$ cat src/hdl/ffa_pkg.sv
package ffa_pkg;

	localparam int MAX_ROWS          = 4;
	localparam int MAX_SLOTS_PER_ROW = 16;
	localparam int RUN_LENGTH        = 5;
	localparam int ID_W              = 16;

	localparam int ROW_W   = (MAX_ROWS > 1) ? $clog2(MAX_ROWS) : 1;
	localparam int SLOT_W  = $clog2(MAX_SLOTS_PER_ROW);
	localparam int NSLOT_W = $clog2(MAX_SLOTS_PER_ROW + 1);
	localparam int NROW_W  = $clog2(MAX_ROWS + 1);
	localparam int RUN_W   = $clog2(RUN_LENGTH + 1);

	localparam int ROW_COUNT_W   = 3;
	localparam int SLOTS_W       = 5;
	localparam int CFG_W         = 5;
	localparam int OUT_ROW_W     = 2;
	localparam int OUT_SLOT_W    = 4;
	localparam int FREED_W       = 7;
	localparam int STATUS_W      = 2;
	localparam int IN_TDATA_W    = 24;
	localparam int OUT_TDATA_W   = 16;

	typedef enum logic [1:0] {
		OP_SINGLE = 2'd0,
		OP_RUN    = 2'd1,
		OP_FREE   = 2'd2,
		OP_NONE   = 2'd3
	} op_t;

	typedef enum logic [STATUS_W-1:0] {
		STAT_PLACED    = 2'd0,
		STAT_NO_ROOM   = 2'd1,
		STAT_FREED     = 2'd2,
		STAT_NOT_FOUND = 2'd3
	} status_t;

	typedef enum logic {
		REG_ROW_COUNT     = 1'b0,
		REG_SLOTS_PER_ROW = 1'b1
	} reg_idx_t;

	typedef enum logic [1:0] {
		S_IDLE,
		S_SCAN,
		S_FIN
	} state_t;

	typedef struct packed {
		logic               valid;
		logic               active;
		logic [ROW_W-1:0]   row;
		logic [RUN_W-1:0]   run;
		logic               found;
		logic [SLOT_W-1:0]  start;
		logic [NSLOT_W-1:0] cnt;
	} tok_t;

	typedef struct packed {
		logic              en;
		logic [ROW_W-1:0]  row;
		logic [SLOT_W-1:0] start;
		logic [RUN_W-1:0]  len;
	} commit_t;

	function automatic logic [RUN_W-1:0] run_len(input op_t op);
		return (op == OP_RUN) ? RUN_W'(RUN_LENGTH) : RUN_W'(1);
	endfunction

endpackage

$ cat src/hdl/ffa_cell.sv
module ffa_cell (
	input  logic                       clk,
	input  logic                       arst_n,
	input  logic [ffa_pkg::SLOT_W-1:0] cell_idx,
	input  ffa_pkg::op_t               op,
	input  logic [ffa_pkg::ID_W-1:0]   id,
	input  logic [ffa_pkg::NSLOT_W-1:0] slots_use,
	input  ffa_pkg::commit_t           commit,
	input  ffa_pkg::tok_t              tok_in,
	output ffa_pkg::tok_t              tok_out
);
	import ffa_pkg::*;

	logic [MAX_ROWS-1:0] taken_q;
	logic [ID_W-1:0]     owner_q [MAX_ROWS];
	tok_t                tok_q;
	tok_t                nxt;
	logic                in_use;
	logic                cur_taken;
	logic                place;
	logic                clr;
	logic [RUN_W-1:0]    len;
	logic [RUN_W-1:0]    run;
	logic                hit;

	always_comb begin
		in_use    = {1'b0, cell_idx} < slots_use;
		cur_taken = taken_q[tok_in.row];
		place     = (op == OP_SINGLE) || (op == OP_RUN);
		len       = run_len(op);
		run       = RUN_W'(tok_in.run + 1'b1);
		nxt       = tok_in;
		clr       = 1'b0;
		if (tok_in.valid) begin
			if (place && tok_in.active && !tok_in.found) begin
				if (in_use && !cur_taken) begin
					nxt.run = run;
					if (run == len) begin
						nxt.found = 1'b1;
						nxt.start = SLOT_W'(int'(cell_idx) + 1 - int'(len));
					end
				end else begin
					nxt.run = '0;
				end
			end
			if (op == OP_FREE && cur_taken && owner_q[tok_in.row] == id) begin
				clr     = 1'b1;
				nxt.cnt = NSLOT_W'(tok_in.cnt + 1'b1);
			end
		end
		hit = commit.en && (int'(cell_idx) >= int'(commit.start)) &&
			(int'(cell_idx) - int'(commit.start) < int'(commit.len));
	end

	always_ff @(posedge clk or negedge arst_n) begin
		if (!arst_n) begin
			taken_q <= '0;
			tok_q   <= '0;
		end else begin
			tok_q <= tok_in.valid ? nxt : '0;
			if (clr) begin
				taken_q[tok_in.row] <= 1'b0;
			end
			if (hit) begin
				taken_q[commit.row] <= 1'b1;
			end
		end
	end

	always_ff @(posedge clk) begin
		if (hit) begin
			owner_q[commit.row] <= id;
		end
	end

	assign tok_out = tok_q;

endmodule

$ cat src/hdl/first_fit_run_slot_allocator.sv
// First-fit slot allocator over a grid of up to 4 rows of 16 slots.
// Requests arrive on the s_ channel: take one slot, take a run of five
// adjacent slots inside one row, or free every slot of an owner id. Each
// request yields exactly one result transaction on the m_ channel with the
// status, the row and first slot of a placement, and the number freed.
// The grid is a chain of 16 cells, one per slot column; a scan token for
// each row walks the chain one cell per cycle, the rows following each
// other. An accepted request starts a scan: the token of each row is
// injected and passes the 16 cells, and when the last row's token leaves,
// the finish state loads the result into the output register. A new
// request is taken only after that load. Row count and slots per row
// must be written on the cfg port only while idle, by the user; the block
// does not enforce it. The grid shrinks or grows without losing occupied
// slots. Reset empties the grid and loads 3 rows of 15 slots. A result
// waits in the output register while the receiver stalls; a new request
// may be accepted meanwhile, its result held back until the register frees.
module first_fit_run_slot_allocator (
	input  logic                              clk,
	input  logic                              arst_n,
	input  logic                              s_tvalid,
	output logic                              s_tready,
	// [1:0] operation, [17:2] owner_id, [23:18] zero
	input  logic [ffa_pkg::IN_TDATA_W-1:0]    s_tdata,
	output logic                              m_tvalid,
	input  logic                              m_tready,
	// [1:0] status, [3:2] row_index, [7:4] slot_index, [14:8] freed_count, [15] zero
	output logic [ffa_pkg::OUT_TDATA_W-1:0]   m_tdata,
	input  logic                              cfg_we,
	input  logic                              cfg_index,
	input  logic [ffa_pkg::CFG_W-1:0]         cfg_wdata
);
	import ffa_pkg::*;

	state_t                  state_q, state_d;
	op_t                     op_q;
	logic [ID_W-1:0]         id_q;
	logic [ROW_COUNT_W-1:0]  row_count_q;
	logic [SLOTS_W-1:0]      slots_q;
	logic [NROW_W-1:0]       rows_use;
	logic [NSLOT_W-1:0]      slots_use;
	logic [NROW_W-1:0]       inj_q;
	logic                    have_q;
	logic [ROW_W-1:0]        row_q;
	logic [SLOT_W-1:0]       start_q;
	logic [FREED_W-1:0]      freed_q;
	logic                    m_tvalid_q;
	logic [OUT_TDATA_W-1:0]  m_tdata_q;
	logic                    accept;
	logic                    load;
	logic                    place;
	tok_t                    inj_tok;
	tok_t                    chain [MAX_SLOTS_PER_ROW+1];
	tok_t                    exit_tok;
	commit_t                 commit;
	status_t                 status;
	logic [OUT_ROW_W-1:0]    out_row;
	logic [OUT_SLOT_W-1:0]   out_slot;
	logic [FREED_W-1:0]      out_freed;

	always_comb begin
		rows_use  = (int'(row_count_q) > MAX_ROWS) ? NROW_W'(MAX_ROWS) : NROW_W'(row_count_q);
		slots_use = (int'(slots_q) > MAX_SLOTS_PER_ROW) ? NSLOT_W'(MAX_SLOTS_PER_ROW)
			: NSLOT_W'(slots_q);
	end

	always_ff @(posedge clk or negedge arst_n) begin
		if (!arst_n) begin
			row_count_q <= ROW_COUNT_W'(3);
			slots_q     <= SLOTS_W'(15);
		end else if (cfg_we) begin
			case (reg_idx_t'(cfg_index))
				REG_ROW_COUNT:     row_count_q <= cfg_wdata[ROW_COUNT_W-1:0];
				REG_SLOTS_PER_ROW: slots_q     <= cfg_wdata[SLOTS_W-1:0];
				default: ;
			endcase
		end
	end

	always_comb begin
		state_d  = state_q;
		s_tready = 1'b0;
		load     = 1'b0;
		case (state_q)
			S_IDLE: begin
				s_tready = 1'b1;
				if (s_tvalid) begin
					state_d = S_SCAN;
				end
			end
			S_SCAN: begin
				if (exit_tok.valid && int'(exit_tok.row) == MAX_ROWS - 1) begin
					state_d = S_FIN;
				end
			end
			S_FIN: begin
				if (!m_tvalid_q || m_tready) begin
					load    = 1'b1;
					state_d = S_IDLE;
				end
			end
			default: state_d = S_IDLE;
		endcase
	end

	assign accept = s_tvalid && s_tready;

	always_ff @(posedge clk or negedge arst_n) begin
		if (!arst_n) begin
			state_q <= S_IDLE;
		end else begin
			state_q <= state_d;
		end
	end

	always_ff @(posedge clk) begin
		if (accept) begin
			op_q <= op_t'(s_tdata[1:0]);
			id_q <= s_tdata[ID_W+1:2];
		end
	end

	always_comb begin
		inj_tok        = '0;
		inj_tok.valid  = (state_q == S_SCAN) && (int'(inj_q) < MAX_ROWS);
		inj_tok.row    = inj_q[ROW_W-1:0];
		inj_tok.active = NROW_W'(inj_q[ROW_W-1:0]) < rows_use;
	end

	assign chain[0] = inj_tok;

	for (genvar j = 0; j < MAX_SLOTS_PER_ROW; j++) begin : g_cell
		ffa_cell u_cell (
			.clk       (clk),
			.arst_n    (arst_n),
			.cell_idx  (SLOT_W'(j)),
			.op        (op_q),
			.id        (id_q),
			.slots_use (slots_use),
			.commit    (commit),
			.tok_in    (chain[j]),
			.tok_out   (chain[j+1])
		);
	end

	assign exit_tok = chain[MAX_SLOTS_PER_ROW];

	always_ff @(posedge clk or negedge arst_n) begin
		if (!arst_n) begin
			inj_q  <= '0;
			have_q <= 1'b0;
		end else if (accept) begin
			inj_q  <= '0;
			have_q <= 1'b0;
		end else begin
			if (inj_tok.valid) begin
				inj_q <= NROW_W'(inj_q + 1'b1);
			end
			if (exit_tok.valid && exit_tok.found && !have_q) begin
				have_q <= 1'b1;
			end
		end
	end

	always_ff @(posedge clk) begin
		if (accept) begin
			freed_q <= '0;
		end else if (exit_tok.valid) begin
			freed_q <= FREED_W'(freed_q + FREED_W'(exit_tok.cnt));
			if (exit_tok.found && !have_q) begin
				row_q   <= exit_tok.row;
				start_q <= exit_tok.start;
			end
		end
	end

	always_comb begin
		place     = (op_q == OP_SINGLE) || (op_q == OP_RUN);
		status    = STAT_NO_ROOM;
		out_row   = '0;
		out_slot  = '0;
		out_freed = '0;
		if (op_q == OP_FREE) begin
			status    = (freed_q != '0) ? STAT_FREED : STAT_NOT_FOUND;
			out_freed = freed_q;
		end else if (place && have_q) begin
			status   = STAT_PLACED;
			out_row  = OUT_ROW_W'(row_q);
			out_slot = OUT_SLOT_W'(start_q);
		end
		commit.en    = load && place && have_q;
		commit.row   = row_q;
		commit.start = start_q;
		commit.len   = run_len(op_q);
	end

	always_ff @(posedge clk or negedge arst_n) begin
		if (!arst_n) begin
			m_tvalid_q <= 1'b0;
		end else if (load) begin
			m_tvalid_q <= 1'b1;
		end else if (m_tready) begin
			m_tvalid_q <= 1'b0;
		end
	end

	always_ff @(posedge clk) begin
		if (load) begin
			m_tdata_q <= {1'b0, out_freed, out_slot, out_row, status};
		end
	end

	assign m_tvalid = m_tvalid_q;
	assign m_tdata  = m_tdata_q;

	a_exit_in_scan: assert property (@(posedge clk) disable iff (!arst_n)
		exit_tok.valid |-> state_q == S_SCAN)
		else $error("scan token left the chain outside a scan");

	a_commit_place: assert property (@(posedge clk) disable iff (!arst_n)
		commit.en |-> (op_q == OP_SINGLE || op_q == OP_RUN))
		else $error("slots committed for a request that places nothing");

	a_freed_status: assert property (@(posedge clk) disable iff (!arst_n)
		(m_tvalid && m_tdata[14:8] != '0) |-> m_tdata[1:0] == STAT_FREED)
		else $error("nonzero freed count without freed status");

	a_result_from_fin: assert property (@(posedge clk) disable iff (!arst_n)
		$rose(m_tvalid) |-> $past(state_q) == S_FIN)
		else $error("result appeared without a finished request");

endmodule

$ cat config.mk
export PLATFORM = sky130hd
export DESIGN_NAME = first_fit_run_slot_allocator
export DESIGN_NICKNAME = d
export VERILOG_FILES = /design/src/hdl/ffa_pkg.sv /design/src/hdl/ffa_cell.sv /design/src/hdl/first_fit_run_slot_allocator.sv
export SDC_FILE = /design/constraint.sdc
export NUM_CORES = 2
export LEC_CHECK = 0
export BUFFER_PORTS_ARGS = -buffer_cell sky130_fd_sc_hd__buf_2
export CORE_ASPECT_RATIO = 0.75
export CORE_MARGIN = 3
export CORE_UTILIZATION = 35
export CTS_CLUSTER_DIAMETER = 40
export DETAILED_ROUTE_END_ITERATION = 12
export PLACE_DENSITY = 0.55
export SLEW_MARGIN = 5
export SYNTH_ARGS = -nofsm -noshare
export SYNTH_HDL_FRONTEND = slang
export SYNTH_SLANG_ARGS = --single-unit
$ cat constraint.sdc
create_clock -name clk -period 4.06 [get_ports clk]
set_input_delay 0.609 -clock clk [delete_from_list [all_inputs] [get_ports clk]]
set_output_delay 0.609 -clock clk [all_outputs]
set_load 0.1 [all_outputs]
==> run metrics <==
outcome complete, no violations; crit path launch type register; Seq pwr share between 50% and 60%; Tmin final around 3.7 ns; die width 477.6 µm; synth cell count leaders edfxtp_1 (1,063), dfrtp_1 (320), xnor2_1 (245); H-tree level count 4; sw frac between 20% and 30%; largest net degree at the start of global routing 93; CP Class register to register; drt pass-1 iters 5; DRC Markers 0; Post-Syn Instances about 3,700; WL per Instance about 24 µm; CP Capture Type register; Final Setup Violations 0; Finished Layout Cells between 6,000 and 7,000; die height between 300 and 400 µm; Worst EP required between 4 and 5 ns; Clock Sink Count 1,396; leading area contributor after synthesis edfxtp_1; post-layout util ~41%; max_slew headroom between 20 and 25%; first-pass GRT wire length between 200 and 250 mm; min-delay src cfg_wdata[1]; Setup Skew around 0.029 ns; Core Footprint 0.1653 mm²; Sw Pwr about 6.5 mW; number of max-cap violations 0; CTS tree done; flops & latches, synth between 1,000 and 1,500; Synth area leaders edfxtp_1 (55%), dfrtp_1 (14%), mux4_2 (7.7%); drt via density between 5 and 6; Port Buffers 45; crit path DAT 4.41 ns; PwrDens 451.2 mW/mm²; setup bufs post-CTS 0; Final Max Tran Viols 0; Hold Crit Class input pin to register; Ys Warns 0; FMAX 266.9 MHz; synth unique cells 86; Fin. Hold Viols 0; most numerous cell in the Yosys netlist edfxtp_1; gr ovfl total 0; GPL Wtd Cong between 0.8 and 0.9; Layout area overhead 16.72%; part of the Yosys area used for sequential elements 68.91%; root buf cell clkbuf_16; Worst-path clk slew roughly 0.060 ns; clock network power share about 48%; actual slew at the worst max-slew pin roughly 1.2 ns; Final period util between 90% and 100%; CTS hold repair buffers 23; Synth top area share 54.68%; Cell Count Post-Placement between 5,000 and 6,000; Tot GR Track Use 17.15%; worst r2r src op_q[1]$_DFFE_PP_; hold path endpoint slots_q[1]$_DFFE_PN1P_; Pint around 24 mW; Max Buffers Root-to-Sink 3; R2R setup slack around 0.31 ns; Initial Util a little over a third; ANT nets after route 0; RSZ-0062 raised after global routing false; CTS resizes 0; R2R Path End g_cell[3].u_cell.taken_q[1]$_DFF_PN0_; CTS Buf Count around 160; drt total wl approximately 150 mm; asr flop ratio synth between 20% and 30%; IO Pins 53; Detailed Place HPWL ~94 mm; worst skew pair latency slightly below 0.8 ns; Avg Cell Area, Syn 15.96 µm²; initial antenna violation count 6; number of global-route vias before repair around 32,000; share of layout cells above drive strength 1 between 15 and 20%; Post-synth EDFFs 1,063; Synth Flop Type edfxtp_1; Leak around 23 nW; Comb power frac about 2.3%; maximum VDD drop slightly above 0.3 mV; Hold Crit Depth 2; synthesized area 0.05838 mm²; Vias between 30,000 and 40,000; Max FO, Critical Path 9; 1st-iter DRT viols just over 3,000; FP Rows about 130; NumNets Final 4,012; die area ~0.17 mm²; cells on worst reg2reg path 10
[worst max-delay path by stage]
stage	from	endpoint	slack [ns]	cells past startpoint
after floorplan	m_tvalid$_DFFE_PN0P_	g_cell[4].u_cell.owner_q[1][0]$_DFFE_PP_	-0.61	6
after global placement	g_cell[5].u_cell.tok_out[13]$_DFF_PN0_	g_cell[6].u_cell.tok_out[3]$_DFF_PN0_	0.56	7
after detailed placement	op_q[1]$_DFFE_PP_	g_cell[5].u_cell.taken_q[0]$_DFF_PN0_	0.47	8
after CTS	op_q[1]$_DFFE_PP_	g_cell[5].u_cell.taken_q[0]$_DFF_PN0_	0.42	8
after global routing	op_q[1]$_DFFE_PP_	g_cell[5].u_cell.taken_q[0]$_DFF_PN0_	0.25	8
final	op_q[1]$_DFFE_PP_	g_cell[3].u_cell.taken_q[1]$_DFF_PN0_	0.31	10
[power groups by stage]
stage | combinational, mW | sequential, mW | clock, mW
2_1_floorplan | 0.488 | 15.6 | 0
3_3_place_gp | 0.695 | 15.7 | 0
3_5_place_dp | 0.701 | 15.7 | 0
4_1_cts | 0.722 | 15.4 | 15.0
5_1_grt | 0.789 | 15.4 | 15.6
6_report | 0.714 | 15.4 | 14.6
[area by class of cell]
type	count	area [µm²]
clock buffer	203	4317
clock inverter	88	1070
sequential	1396	40230
inverter	115	431.7
timing repair buffer	264	2250
tap	2227	2786
multi-input combinational	1969	17040
antenna	3	7.507
fill	14890	97140
[layout by cell type (no fill, tap or decap), types with 30 or more instances in the layout]
| cell type | n |
|---|---|
| nand4_1 | 36 |
| clkbuf_16 | 161 |
| xnor2_1 | 245 |
| xor2_1 | 64 |
| nand2b_1 | 30 |
| o21ai_0 | 107 |
| mux4_2 | 200 |
| ha_1 | 74 |
| a21oi_1 | 99 |
| nor3_1 | 33 |
| nand3_1 | 76 |
| nor2_1 | 232 |
| mux2i_1 | 154 |
| inv_1 | 102 |
| nand2_1 | 125 |
| and2_1 | 51 |
| buf_2 | 44 |
| dfrtp_1 | 318 |
| edfxtp_1 | 1063 |
| buf_4 | 171 |
[state kept, by name (all words and copies together) (netlist names), 3 cells and up]
| register | flops |
|---|---|
| freed_q | 7 |
| g_cell.u_cell.owner_q | 1024 |
| g_cell.u_cell.taken_q | 64 |
| g_cell.u_cell.tok_out | 247 |
| id_q | 16 |
| inj_q | 3 |
| m_tdata | 15 |
| row_count_q | 3 |
| slots_q | 5 |
| start_q | 4 |
[kinds of logic after synthesis]
logic type	share of synthesized area, %
DFF	68.91
and+or+nand+nor	6.824
AOI/OAI and AO/OA	4.643
muxes	11.19
xor gates and xnor gates	4.636
buffers and inverters	2.135
adders and majority gates	1.655
other	0.006424
[critical path: stages, from the launching register on]
cell	delay (ns)
edfxtp_1	0.59
nand2b_1	0.14
inv_1	0.75
buf_4	0.27
o311ai_0	0.11
a2111oi_0	0.61
o21ai_0	0.26
nor4bb_1	0.33
buf_4	0.21
nand4b_1	0.10
a21o_1	0.22
[stage by stage]
| stage | total power [mW] | hold slack, ns | setup TNS, ns | setup slack, ns | instance area, µm² |
|---|---|---|---|---|---|
| finish | 30.74 | 0.08665 | 0 | 0.3128 | 68130 |
| global route | 31.78 | 0.04996 | 0 | 0.2499 | 68130 |
| CTS | 31.10 | 0.001880 | 0 | 0.4160 | 68130 |
| detailed placement | 16.38 | 0.4063 | 0 | 0.4671 | 62510 |
| global placement | 16.37 | 0.4013 | 0 | 0.5639 | 62510 |
| floorplan | 16.08 | 0.3134 | -123.18 | -0.6124 | 58380 |
[routing by layer]
| metal | global-route usage (%) | up-vias | routed length, µm |
|---|---|---|---|
| li1 | - | 14420 | - |
| met1 | 26.38 | 16920 | 71300 |
| met2 | 24.36 | 967 | 62660 |
| met3 | 3.770 | 178 | 10840 |
| met4 | 4.520 | 0 | 3020 |
| met5 | 0 | - | 0 |
Note: power is estimated with default switching activity, not from simulation.
